## src/sv/upe_pkg.sv

```systemverilog
// Shared types and constants for the UTF-8 percent escaper.
// Used by utf8_percent_escape and its port checker; depends on nothing.
`default_nettype none

package upe_pkg;

	// Output characters with a fixed meaning
	localparam logic [7:0] PCT_CHAR = 8'h25;   // '%'
	localparam logic [7:0] ERR_CHAR = 8'h00;   // character sent with the error flag

	// Code point range of a high surrogate
	localparam logic [20:0] SURR_LO = 21'h00D800;
	localparam logic [20:0] SURR_HI = 21'h00DBFF;
	localparam logic [20:0] SUPP_BASE = 21'h010000;

	// One string step decodes at most this many code points, each giving
	// at most four escaped bytes
	localparam int CP_SLOTS = 3;
	localparam int UNITS_PER_CP = 4;

	// Decoded code point (four-byte forms reach 21 bits)
	typedef logic [20:0] cp_t;

	// One output unit: a literal character or a byte sent as %XX
	typedef struct packed {
		logic       pct;
		logic [7:0] val;
	} unit_t;

	// Units produced by one code point
	typedef struct packed {
		logic [2:0]                   cnt;
		logic                         surr;
		unit_t [UNITS_PER_CP-1:0]     u;
	} cp_units_t;

	// Upper-case hex digit for a nibble
	function automatic logic [7:0] hex_char(logic [3:0] n);
		return (n < 4'd10) ? (8'h30 + {4'b0, n}) : (8'h37 + {4'b0, n});
	endfunction

endpackage

`default_nettype wire

```

## src/sv/utf8_percent_escape.sv

```systemverilog
// Top level of the UTF-8 percent escaper: decode, escape and serialise.
// Depends on upe_pkg for unit types, hex digits and code point limits.
//
// Usage:
//   Slave side (in_*) takes one byte of a UTF-8 string per beat, with
//   in_tlast on the final byte. Master side (out_*) gives the escaped
//   text one ASCII character per beat, out_tlast on the final character
//   of the string, out_tuser set on a single error beat (character 0)
//   when a high surrogate ends the string.
//   A multi-byte sequence is gathered across beats and gives no output
//   until its last byte arrives; the byte that completes it is decoded in
//   the cycle of acceptance and its characters are registered.
//   The first character of a byte shows in the cycle after the byte is
//   accepted. Throughput: one output character per cycle while the
//   receiver is ready; a byte that passes through gives one character, an
//   escaped code point three characters per UTF-8 byte. The output
//   serialiser sets the pace; the next byte is taken in the cycle the
//   last character of the previous one leaves.
//   When the receiver stalls, the current character holds and input stops
//   once the serialiser is full. Reset empties the serialiser and clears
//   the sequence and surrogate state; no clearing pass is needed.
`default_nettype none

module utf8_percent_escape (
	input  wire logic       clk,
	input  wire logic       arst_n,
	// Slave side. tdata: [7:0] in_byte. tlast: in_last.
	input  wire logic       in_tvalid,
	output logic            in_tready,
	input  wire logic [7:0] in_tdata,
	input  wire logic       in_tlast,
	// Master side. tdata: [7:0] out_char. tlast: out_last. tuser: [0] uri_error.
	output logic            out_tvalid,
	input  wire logic       out_tready,
	output logic [7:0]      out_tdata,
	output logic            out_tlast,
	output logic            out_tuser
);

	// Sequence and surrogate state
	logic [7:0] bytes_q [3];
	logic [1:0] count_q;
	logic [1:0] need_q;
	logic       pend_q;
	logic [9:0] sbits_q;

	// Serialiser stage
	upe_pkg::cp_units_t cps_s1 [upe_pkg::CP_SLOTS];
	logic [1:0] ncp_s1;
	logic       last_s1;
	logic       err_s1;
	logic       valid_s1;
	logic [1:0] cpi_q;
	logic [1:0] ui_q;
	logic [1:0] ph_q;

	// Decode signals
	logic [7:0]         seq_w [4];
	logic [2:0]         n_w;
	logic [2:0]         total_w;
	logic               accept;
	logic               dec_w;
	logic               complete_w;
	upe_pkg::cp_t       cp_w [upe_pkg::CP_SLOTS];
	logic [1:0]         ncp_w;
	upe_pkg::cp_units_t cu_w [upe_pkg::CP_SLOTS];
	logic               err_w;
	logic               emit_w;

	// Serialiser signals
	upe_pkg::cp_units_t cur_cp;
	upe_pkg::unit_t     cur_unit;
	logic               char_end;
	logic               fin;
	logic [7:0]         cur_char;

	// Sequence length from the lead byte
	function automatic logic [2:0] seq_len(logic [7:0] b0);
		if (b0[7:5] == 3'b110) begin
			return 3'd2;
		end else if (b0[7:4] == 4'b1110) begin
			return 3'd3;
		end else if (b0[7:3] == 5'b11110) begin
			return 3'd4;
		end
		return 3'd1;
	endfunction

	// Characters that pass through unescaped
	function automatic logic passes(logic [6:0] c);
		return c inside {[7'h41:7'h5A], [7'h61:7'h7A], [7'h30:7'h39],
			7'h2D, 7'h5F, 7'h2E, 7'h7E, 7'h21, 7'h27, 7'h28, 7'h29, 7'h2A};
	endfunction

	// Escape one code point, joining a waiting high surrogate if given
	function automatic upe_pkg::cp_units_t make_units(upe_pkg::cp_t c, logic pend,
			logic [9:0] sb);
		upe_pkg::cp_units_t r;
		upe_pkg::cp_t       v;
		r = '0;
		v = upe_pkg::SUPP_BASE + {1'b0, sb, c[9:0]};
		if (pend) begin
			r.cnt  = 3'd4;
			r.u[0] = '{pct: 1'b1, val: 8'hF0 | {5'b0, v[20:18]}};
			r.u[1] = '{pct: 1'b1, val: 8'h80 | {2'b0, v[17:12]}};
			r.u[2] = '{pct: 1'b1, val: 8'h80 | {2'b0, v[11:6]}};
			r.u[3] = '{pct: 1'b1, val: 8'h80 | {2'b0, v[5:0]}};
		end else if (c < 21'h80) begin
			r.cnt  = 3'd1;
			r.u[0] = '{pct: !passes(c[6:0]), val: c[7:0]};
		end else if (c < 21'h800) begin
			r.cnt  = 3'd2;
			r.u[0] = '{pct: 1'b1, val: 8'hC0 | {3'b0, c[10:6]}};
			r.u[1] = '{pct: 1'b1, val: 8'h80 | {2'b0, c[5:0]}};
		end else if (c inside {[upe_pkg::SURR_LO:upe_pkg::SURR_HI]}) begin
			r.surr = 1'b1;
		end else if (c < upe_pkg::SUPP_BASE) begin
			r.cnt  = 3'd3;
			r.u[0] = '{pct: 1'b1, val: 8'hE0 | {4'b0, c[15:12]}};
			r.u[1] = '{pct: 1'b1, val: 8'h80 | {2'b0, c[11:6]}};
			r.u[2] = '{pct: 1'b1, val: 8'h80 | {2'b0, c[5:0]}};
		end else begin
			r.cnt  = 3'd4;
			r.u[0] = '{pct: 1'b1, val: 8'hF0 | {5'b0, c[20:18]}};
			r.u[1] = '{pct: 1'b1, val: 8'h80 | {2'b0, c[17:12]}};
			r.u[2] = '{pct: 1'b1, val: 8'h80 | {2'b0, c[11:6]}};
			r.u[3] = '{pct: 1'b1, val: 8'h80 | {2'b0, c[5:0]}};
		end
		return r;
	endfunction

	// Line up held bytes with the new byte
	always_comb begin
		seq_w[0] = (count_q == 2'd0) ? in_tdata : bytes_q[0];
		seq_w[1] = (count_q == 2'd1) ? in_tdata : ((count_q > 2'd1) ? bytes_q[1] : 8'h00);
		seq_w[2] = (count_q == 2'd2) ? in_tdata : ((count_q == 2'd3) ? bytes_q[2] : 8'h00);
		seq_w[3] = (count_q == 2'd3) ? in_tdata : 8'h00;
		n_w      = {1'b0, count_q} + 3'd1;
		total_w  = (count_q != 2'd0) ? ({1'b0, need_q} + 3'd1) : seq_len(seq_w[0]);
	end

	assign complete_w = (n_w >= total_w);
	assign dec_w      = in_tlast || complete_w;

	// Split into code points: a whole sequence, or a cut-short run
	always_comb begin
		cp_w[0] = {13'b0, seq_w[0]};
		cp_w[1] = {13'b0, seq_w[1]};
		cp_w[2] = {13'b0, seq_w[2]};
		ncp_w   = 2'd1;
		if (complete_w) begin
			case (total_w)
				3'd2: cp_w[0] = {10'b0, seq_w[0][4:0], seq_w[1][5:0]};
				3'd3: cp_w[0] = {5'b0, seq_w[0][3:0], seq_w[1][5:0], seq_w[2][5:0]};
				3'd4: cp_w[0] = {seq_w[0][2:0], seq_w[1][5:0], seq_w[2][5:0],
					seq_w[3][5:0]};
				default: cp_w[0] = {13'b0, seq_w[0]};
			endcase
		end else if (n_w == 3'd2) begin
			ncp_w = 2'd2;
		end else if (n_w == 3'd3) begin
			if (seq_w[1][7:5] == 3'b110) begin
				cp_w[1] = {10'b0, seq_w[1][4:0], seq_w[2][5:0]};
				ncp_w   = 2'd2;
			end else begin
				ncp_w = 2'd3;
			end
		end
	end

	// Only the first code point of a step can meet a waiting surrogate
	always_comb begin
		cu_w[0] = make_units(cp_w[0], pend_q, sbits_q);
		cu_w[1] = make_units(cp_w[1], 1'b0, 10'd0);
		cu_w[2] = make_units(cp_w[2], 1'b0, 10'd0);
	end

	assign err_w  = in_tlast && !pend_q && cu_w[0].surr;
	assign emit_w = dec_w && (err_w || (cu_w[0].cnt != 3'd0));

	// Serialiser view of the current unit
	always_comb begin
		case (cpi_q)
			2'd1:    cur_cp = cps_s1[1];
			2'd2:    cur_cp = cps_s1[2];
			default: cur_cp = cps_s1[0];
		endcase
		cur_unit = cur_cp.u[ui_q];
		char_end = !cur_unit.pct || (ph_q == 2'd2);
		fin      = err_s1 || (char_end && ((3'({1'b0, ui_q}) + 3'd1) == cur_cp.cnt)
			&& ((cpi_q + 2'd1) == ncp_s1));
		case (ph_q)
			2'd0:    cur_char = cur_unit.pct ? upe_pkg::PCT_CHAR : cur_unit.val;
			2'd1:    cur_char = upe_pkg::hex_char(cur_unit.val[7:4]);
			default: cur_char = upe_pkg::hex_char(cur_unit.val[3:0]);
		endcase
	end

	assign in_tready  = !valid_s1 || (out_tready && fin);
	assign accept     = in_tvalid && in_tready;
	assign out_tvalid = valid_s1;
	assign out_tdata  = err_s1 ? upe_pkg::ERR_CHAR : cur_char;
	assign out_tlast  = last_s1 && fin;
	assign out_tuser  = err_s1;

	// Hold a partial sequence, or drop it once decoded
	always_ff @(posedge clk or negedge arst_n) begin
		if (!arst_n) begin
			count_q <= 2'd0;
			need_q  <= 2'd0;
			pend_q  <= 1'b0;
			sbits_q <= 10'd0;
		end else if (accept) begin
			if (!dec_w) begin
				count_q <= n_w[1:0];
				need_q  <= 2'(total_w - 3'd1);
			end else begin
				count_q <= 2'd0;
				need_q  <= 2'd0;
				if (in_tlast || pend_q) begin
					pend_q  <= 1'b0;
					sbits_q <= 10'd0;
				end else if (cu_w[0].surr) begin
					pend_q  <= 1'b1;
					sbits_q <= cp_w[0][9:0];
				end
			end
		end
	end

	// Partial sequence bytes
	always_ff @(posedge clk) begin
		if (accept && !dec_w) begin
			bytes_q[0] <= seq_w[0];
			bytes_q[1] <= seq_w[1];
			bytes_q[2] <= seq_w[2];
		end
	end

	// Load the units of a decoded byte
	always_ff @(posedge clk) begin
		if (accept && emit_w) begin
			cps_s1[0] <= cu_w[0];
			cps_s1[1] <= cu_w[1];
			cps_s1[2] <= cu_w[2];
			ncp_s1    <= ncp_w;
			last_s1   <= in_tlast;
			err_s1    <= err_w;
		end
	end

	// Advance through units and characters on each output beat
	always_ff @(posedge clk or negedge arst_n) begin
		if (!arst_n) begin
			valid_s1 <= 1'b0;
			cpi_q    <= 2'd0;
			ui_q     <= 2'd0;
			ph_q     <= 2'd0;
		end else if (accept && emit_w) begin
			valid_s1 <= 1'b1;
			cpi_q    <= 2'd0;
			ui_q     <= 2'd0;
			ph_q     <= 2'd0;
		end else if (valid_s1 && out_tready) begin
			if (fin) begin
				valid_s1 <= 1'b0;
			end else if (char_end) begin
				ph_q <= 2'd0;
				if ((3'({1'b0, ui_q}) + 3'd1) == cur_cp.cnt) begin
					cpi_q <= cpi_q + 2'd1;
					ui_q  <= 2'd0;
				end else begin
					ui_q <= ui_q + 2'd1;
				end
			end else begin
				ph_q <= ph_q + 2'd1;
			end
		end
	end

endmodule

`default_nettype wire

```

## config.mk

```make
export PLATFORM = sky130hd
export DESIGN_NAME = utf8_percent_escape
export DESIGN_NICKNAME = d
export VERILOG_FILES = /design/src/sv/upe_pkg.sv /design/src/sv/utf8_percent_escape.sv
export SDC_FILE = /design/constraint.sdc
export NUM_CORES = 1
export LEC_CHECK = 0
export BUFFER_PORTS_ARGS = -buffer_cell sky130_fd_sc_hd__clkbuf_2
export CAP_MARGIN = 20
export CORE_ASPECT_RATIO = 1.2
export CORE_MARGIN = 2
export CORE_UTILIZATION = 40
export CTS_BUF_LIST = sky130_fd_sc_hd__clkbuf_4
export DETAILED_ROUTE_END_ITERATION = 6
export REMOVE_ABC_BUFFERS = 1
export SYNTH_ARGS = -nofsm -noshare
export SYNTH_HDL_FRONTEND = slang
export SYNTH_SLANG_ARGS = --single-unit
```

## constraint.sdc

```tcl
create_clock -name clk -period 14.1 [get_ports clk]
set_input_delay 4.23 -clock clk [delete_from_list [all_inputs] [get_ports clk]]
set_output_delay 4.23 -clock clk [all_outputs]
set_load 0.1 [all_outputs]
```

======== Word-level counts from Yosys, hierarchy flattened ========
Memories as Yosys holds them, arrays and structs flattened.
Index checks and enable logic that the tools add are counted.
storage, ports and cells
  word-level logic and storage cells ...... 259
  memory bits (writable) .................. 144
  register bits ........................... 26
  output and inout bits ................... 12
  memories kept ........................... 2
operators by class
  magnitude comparators ................... 38
  reductions and logical operators ........ 53
  eq/ne operators ......................... 46
  multiplexer cells ....................... 97
  $add $sub $neg .......................... 12
memory list
  name     depth  width  read ports  clocked after Yosys merged registers in  write ports  RTL line                   RTL
  cps_s1   3      40     3           0                                        3            utf8_percent_escape.sv:48  upe_pkg::cp_units_t cps_s1 [upe_pkg::CP_SLOTS];
  bytes_q  3      8      3           0                                        3            utf8_percent_escape.sv:41  logic [7:0] bytes_q [3];
operators with widths
  cell                                                              count
  equality test 7 x 6 -> 1 bit, second input constant               21
  two-way mux 36 bit                                                4
  two-way mux 21 bit                                                4
  two-way mux 28 bit                                                3
  one-hot mux 40 bit (2 select lines)                               1
  two-way mux 24 bit                                                3
  two-way mux 9 bit                                                 7
  one-hot mux 21 bit (3 select lines)                               1
  two-way mux 19 bit                                                3
  two-way mux 8 bit                                                 7
  two-way mux 18 bit                                                3
  two-way mux 3 bit                                                 18
  equality test 7 bit, second input constant                        6
  >= comparator 21 x 16 -> 1 bit, second input constant             2
  >= comparator 7 bit, second input constant                        6
  less-or-equal comparator 21 x 16 -> 1 bit, second input constant  2
  less-or-equal comparator 7 bit, second input constant             6
  less-than comparator 21 x 12 -> 1 bit, second input constant      2
  less-than comparator 21 x 17 -> 1 bit, second input constant      2
  less-than comparator 21 x 8 -> 1 bit, second input constant       2
  two-way mux 2 bit                                                 18
  nonzero test 12 bit                                               3
  adder 6 x 4 -> 7 bit, first input constant                        4
  logical AND 1 bit                                                 23
  other kinds (39)                                                  95

======== Longest topological paths before layout ========
Gate-level depths: netlist (run 1).
  depth in word-level cells ............... 23
  gate-level depth with buffers ........... 19

======== Worst setup path after synthesis (run 1) ========
OpenSTA, ideal clock, no wires.
  kind .................................... input to output
  start point ............................. in out_tready
  end point ............................... out in_tready
  slack ................................... 4.173 ns
  stages on the path ...................... 2
  buffers on the path ..................... 0
  data required time ...................... 9.870 ns
  arrival ................................. 5.697 ns
  path through ............................ inv_1 -> o21ai_1
on the way
  cells in the longest elaborated chain, start to end .. 2
ends and longest elaborated chain
  item                RTL line                    RTL
  start: declaration  utf8_percent_escape.sv:34   input wire logic out_tready,
  logical AND 1 bit   utf8_percent_escape.sv:199  assign in_tready = !valid_s1 || (out_tready && fin);
  logical OR 1 bit    utf8_percent_escape.sv:199
  end: declaration    utf8_percent_escape.sv:29   output logic in_tready,
Every way passes these cells.

======== Worst setup path after layout (run 1) ========
Same ends and word-level chain as after synthesis.

==> metrics, run 1 <==
fmax=0.107 GHz; HP Class=reg2reg; pre-CTS setup slack=4.75 ns; Min-Delay Startpoint=sbits_q[2]$_DFFE_PN0P_; routability cong.=approximately 0.95; hold_buf cts=0; FF-to-FF path depth=14; share of cells above drive strength 1=~14%; R2R setup slack=8.34 ns; CTS root buf=clkbuf_4; Avg Vias per Cell=around 6.1; area of the core=18,700 sq um; type of origin of the critical path=input pin; vias in the first global route=6,238; initial antenna violation count=1; Post-synth EDFFs=95; num ports=25; synth unique cells=77; PostCTS Resize Cnt=0; GRT Overall Usage=23.4%; htree depth=4; die area=20,000 sq um; # setup viols final=0; leading cell type in the layout, fill and taps excluded=edfxtp_1; antenna viol nets, final=0; clock buffer depth=2; Critical R2R Launch=count_q[1]$_DFFE_PN0P_; Vias=~6,300; setup bufs post-CTS=0; Port Buffers=24; CTS tree=yes; Pwr Total=0.00164 W; RSZ-0062 raised after global routing=no; TritonCTS buffer count=17; Worst-Margin Slew=1.06 ns; sequential area share after synthesis=around 45%; Crit Path Category=in2out; Area growth syn-to-layout=7.74%; most frequent cells in the layout=edfxtp_1, nand2_1, nor2_1, a21oi_1, o21ai_0; DIE HEIGHT=between 150 and 200 um; cell area after synthesis=between 7000 and 8000 sq um; Hold Path End=sbits_q[2]$_DFFE_PN0P_; max-slew violation count=0; reg2reg end=cps_s1[0][8]$_SDFFCE_PP1P_; hold path cells=2; clk slew on worst S/H paths=0.10 ns; Yosys warnings=0; Static Leak=3.04 nW; Final min period=just over 9 ns; Worst VDD drop=roughly 0.18 mV; Iter 0 DRT Violations=628; clk_skew=0.0234 ns; Power Dens Cells=201 nW/um^2; Final period util=approximately 66%; status=complete, no violations; TNS Setup=0 ns; most common flop cell mapped by yosys=edfxtp_1; crit path from=out_tready; CTS Sinks=between 100 and 150; Total Wirelength=about 23,000 um; DIE WIDTH=129 um; final hold vios=0; Post-Syn Area per Cell=9.87 sq um; asr flop ratio synth=about a fifth; flop and latch count out of synthesis=117; WP data arrival=5.13 ns; Rows=55; Max Cap Violations=0; dpl hpwl=approximately 17,000 um; Starting Density=40.3%; Setup crit end kind=output pin; # nets final=around 800; Synth Instances=765; Clk Latency, worst-skew pair=0.55 ns; DRC Markers=0; first-pass iteration count of the detailed router=5; wire length per cell=22.0 um; final worst setup slack=4.74 ns; grt ovf=0; Critical Path RT=9.87 ns; first-pass GRT wire length=roughly 35,000 um; worst-path maximum fanout=4; Relative slew margins=27.4%; pin count of the biggest net entering global routing=79
## sequential cells by signal, indices dropped and copies added, names as in the netlist
register and cells:
ph_q 2, pend_q 1, sbits_q 10, cps_s1 67
need_q 2, out_tuser 1, last_s1 1, ui_q 2
out_tvalid 1, ncp_s1 2, count_q 2, bytes_q 24
cpi_q 2
## layer usage
layer	part of all wire, %	vias to the layer above	global-route usage, %
met5	0	-	0
met4	3.4	0	9.37
met3	4.3	49	3.94
met2	50	252	40.5
met1	42	3081	28.9
li1	-	2934	-
## power by group
| group | internal, W | switching [W] | leakage (nW) |
|---|---|---|---|
| registers | 0.000483 | 0.0000408 | 1.19 |
| logic | 0.000241 | 0.000630 | 1.70 |
| clock network | 0.000108 | 0.000136 | 0.152 |
## cell type report
cell class	instances	area, sq um
Fill cell	1865	10600
Multi-Input combinational cell	561	3800
Sequential cell	117	3400
Tap cell	256	320
Inverter	44	168
Timing Repair Buffer	30	165
Clock buffer	19	143
Clock inverter	13	134
Antenna cell	1	2.50
## cells by family (layout without fill, tap and decap cells)
kind of cell	after synthesis	after routing	synth area share, %
muxes	40	40	6.49
xor gates and xnor gates	11	11	1.28
AOI/OAI and AO/OA	250	250	23.1
adders and majority gates	20	20	3.31
other	0	1	0
DFF	117	117	45.1
and+or+nand+nor	240	240	16.0
buffers and inverters	87	106	4.71
## worst max-delay path: stages
cell      delay, ns
clkbuf_2       0.09
inv_1          0.03
o21ai_1        0.26
clkbuf_2       0.52
## metrics by stage
step	instances	instance area (sq um)	hold WS, ns	utilization (%)
after floorplan	722	7360	0.451	-
after global placement	1008	7860	0.474	42.0
after detailed placement	1008	7860	0.483	42.0
after CTS	1040	8130	0.506	43.5
after global routing	1041	8140	0.544	43.5
final	1041	8140	0.501	43.5
## how the worst max path moves through the flow
stage	to	slack (ns)	depth (start not counted)
2_1_floorplan	cps_s1[0][0]$_DFFE_PP_	3.65	10
3_3_place_gp	in_tready	4.78	4
3_5_place_dp	in_tready	4.75	4
4_1_cts	in_tready	4.74	4
5_1_grt	in_tready	4.67	4
6_report	in_tready	4.74	4
## cells in the mapped netlist, types with 14 or more instances
cell	count	area [sq um]
a22o_1	20	175
inv_1	39	146
nand2_1	71	267
dfrtp_1	22	551
edfxtp_1	95	2850
ha_1	20	250
o21ai_0	51	255
nor3_1	14	70.1
clkbuf_1	24	90.1
a21oi_1	53	265
mux2i_1	22	220
a22oi_1	15	113
nor2_1	64	240
Power figures use the tool's default switching activity.
==> inputs of run 2 (changes only) <==
==> constraint.sdc (replaced) <==
create_clock -name clk -period 9 [get_ports clk]
set_input_delay 2.7 -clock clk [delete_from_list [all_inputs] [get_ports clk]]
set_output_delay 2.7 -clock clk [all_outputs]
set_load 0.1 [all_outputs]
==> metrics, run 2 (same netlist as run 1, synthesis figures left out) <==
DRC Markers=0; Iter 0 DRT Violations=slightly below 600; global-route track usage on met3=under 10%; Worst-Margin Slew=just over 0.9 ns; pin count of the biggest net entering global routing=between 70 and 80; # setup viols final=0; Multi-input gate area=about 3800 sq um; WP data arrival=4.12 ns; DIE WIDTH=between 100 and 150 um; first-pass GRT wire length=approximately 36,000 um; Setup crit end kind=output pin; TritonCTS buffer count=17; Static Leak=around 3.0 nW; setup bufs post-CTS=0; Critical Path RT=6.30 ns; area of the core=18,700 sq um; routing usage on met1=29.3%; TNS Setup=0 ns; PostCTS Resize Cnt=0; Crit Path Category=reg2out; fmax=0.147 GHz; clk slew on worst S/H paths=between 0.1 and 0.15 ns; grt peak-use layer=met2; grt ovf=0; CTS root buf=clkbuf_4; clk_skew=roughly 0.035 ns; Clk Latency, worst-skew pair=0.56 ns; Relative slew margins=36.4%; fillers=1,861; GRT Overall Usage=a little under a quarter; share of cells above drive strength 1=13.4%; Area growth syn-to-layout=7.74%; worst-path maximum fanout=22; Largest regs=cps_s1: 67 flops, bytes_q: 24 flops, sbits_q: 10 flops; HP Class=reg2reg; max-slew violation count=0; CTS Sinks=117; RSZ-0062 raised after global routing=no; Largest register FFs=67; # nets final=804; num ports=25; CTS tree=yes; Sequential Area=3400 sq um; clock buffer depth=2; type of origin of the critical path=flop; Pwr Total=approximately 0.0026 W; dpl hpwl=17,000 um; Power Dens Cells=314 nW/um^2; Largest Register=cps_s1; Final period util=75.8%; Starting Density=40.3%; leading cell type in the layout, fill and taps excluded=edfxtp_1; final hold vios=0; Max Cap Violations=0; Rows=55; Avg Vias per Cell=between 6 and 7; Total Wirelength=23,100 um; die area=roughly 20,000 sq um; hold_buf cts=0; wire length per cell=22.2 um; first-pass iteration count of the detailed router=5; DIE HEIGHT=155 um; GR Layer Usage met2=40.8%; Worst VDD drop=0.225 mV; vias in the first global route=~6,300; Port Buffers=24; status=complete, no violations; Final min period=between 6 and 7 ns; htree depth=4; routability cong.=0.925; antenna viol nets, final=0; most frequent cells in the layout=edfxtp_1, nand2_1, nor2_1, a21oi_1, o21ai_0; Vias=6,383; initial antenna violation count=1
-- run 2: cell count changes in the layout (fill, tap and decap cells not counted), sizes merged --
cell      change
clkbuf        -1
buf           -1
bufinv        -1
inv           +2
clkinv        -2
clkinvlp      +3
-- run 2: final cells by class --
cell class | instances | area share, %
antenna | 1 | 0.0308
clock buffer | 17 | 1.57
clock inverter | 15 | 1.61
inverter | 44 | 2.06
multi-input combinational | 561 | 46.7
sequential | 117 | 41.8
tap | 256 | 3.94
timing repair buffer | 30 | 2.25
-- run 2: worst paths after layout --
| check | slack, ns | endpoint | start | cells past startpoint |
|---|---|---|---|---|
| max | 2.18 | out_tdata[2] | cpi_q[0]$_DFFE_PN0P_ | 11 |
| min | 0.51 | sbits_q[0]$_DFFE_PN0P_ | sbits_q[0]$_DFFE_PN0P_ | 2 |
| max reg2reg | 3.37 | cps_s1[0][8]$_SDFFCE_PP1P_ | count_q[1]$_DFFE_PN0P_ | 14 |
| min reg2reg | 0.51 | sbits_q[0]$_DFFE_PN0P_ | sbits_q[0]$_DFFE_PN0P_ | 2 |
| max in group asynchronous | 6.44 | ui_q[1]$_DFFE_PN0P_ | arst_n | 1 |
| min in group asynchronous | 2.15 | count_q[0]$_DFFE_PN0P_ | arst_n | 1 |
-- run 2: per-layer routing --
metal	part of all wire (%)	up-vias
met5	0	-
met4	4.6	0
met2	50	261
li1	-	2926
met1	40	3129
met3	4.9	67
-- run 2: worst max-delay path, cell delays in order (launching register included) --
cell and delay, ns:
dfrtp_1 0.44, inv_1 0.06, ha_1 0.77, a221oi_1 0.16, o32ai_1 0.49, a21oi_1 0.17
a21oi_1 0.38, nand2_1 0.13, xor2_1 0.14, nand2_1 0.08, a221oi_1 0.26, clkbuf_2 0.50
-- run 2: power by group --
| group | switching [W] | internal [W] |
|---|---|---|
| logic | 0.000987 | 0.000380 |
| clock network | 0.000228 | 0.000138 |
| registers | 0.0000646 | 0.000756 |
| total | 0.00128 | 0.00127 |
-- run 2: metrics by stage --
stage | instances | setup WS [ns] | util, % | cell area, sq um | hold WS (ns)
2_1_floorplan | 722 | 0.0834 | - | 7360 | 0.451
3_3_place_gp | 1006 | 2.16 | 41.9 | 7840 | 0.476
3_5_place_dp | 1006 | 2.09 | 41.9 | 7840 | 0.486
4_1_cts | 1038 | 2.12 | 43.3 | 8100 | 0.510
5_1_grt | 1041 | 1.74 | 43.5 | 8140 | 0.531
6_report | 1041 | 2.18 | 43.5 | 8140 | 0.512
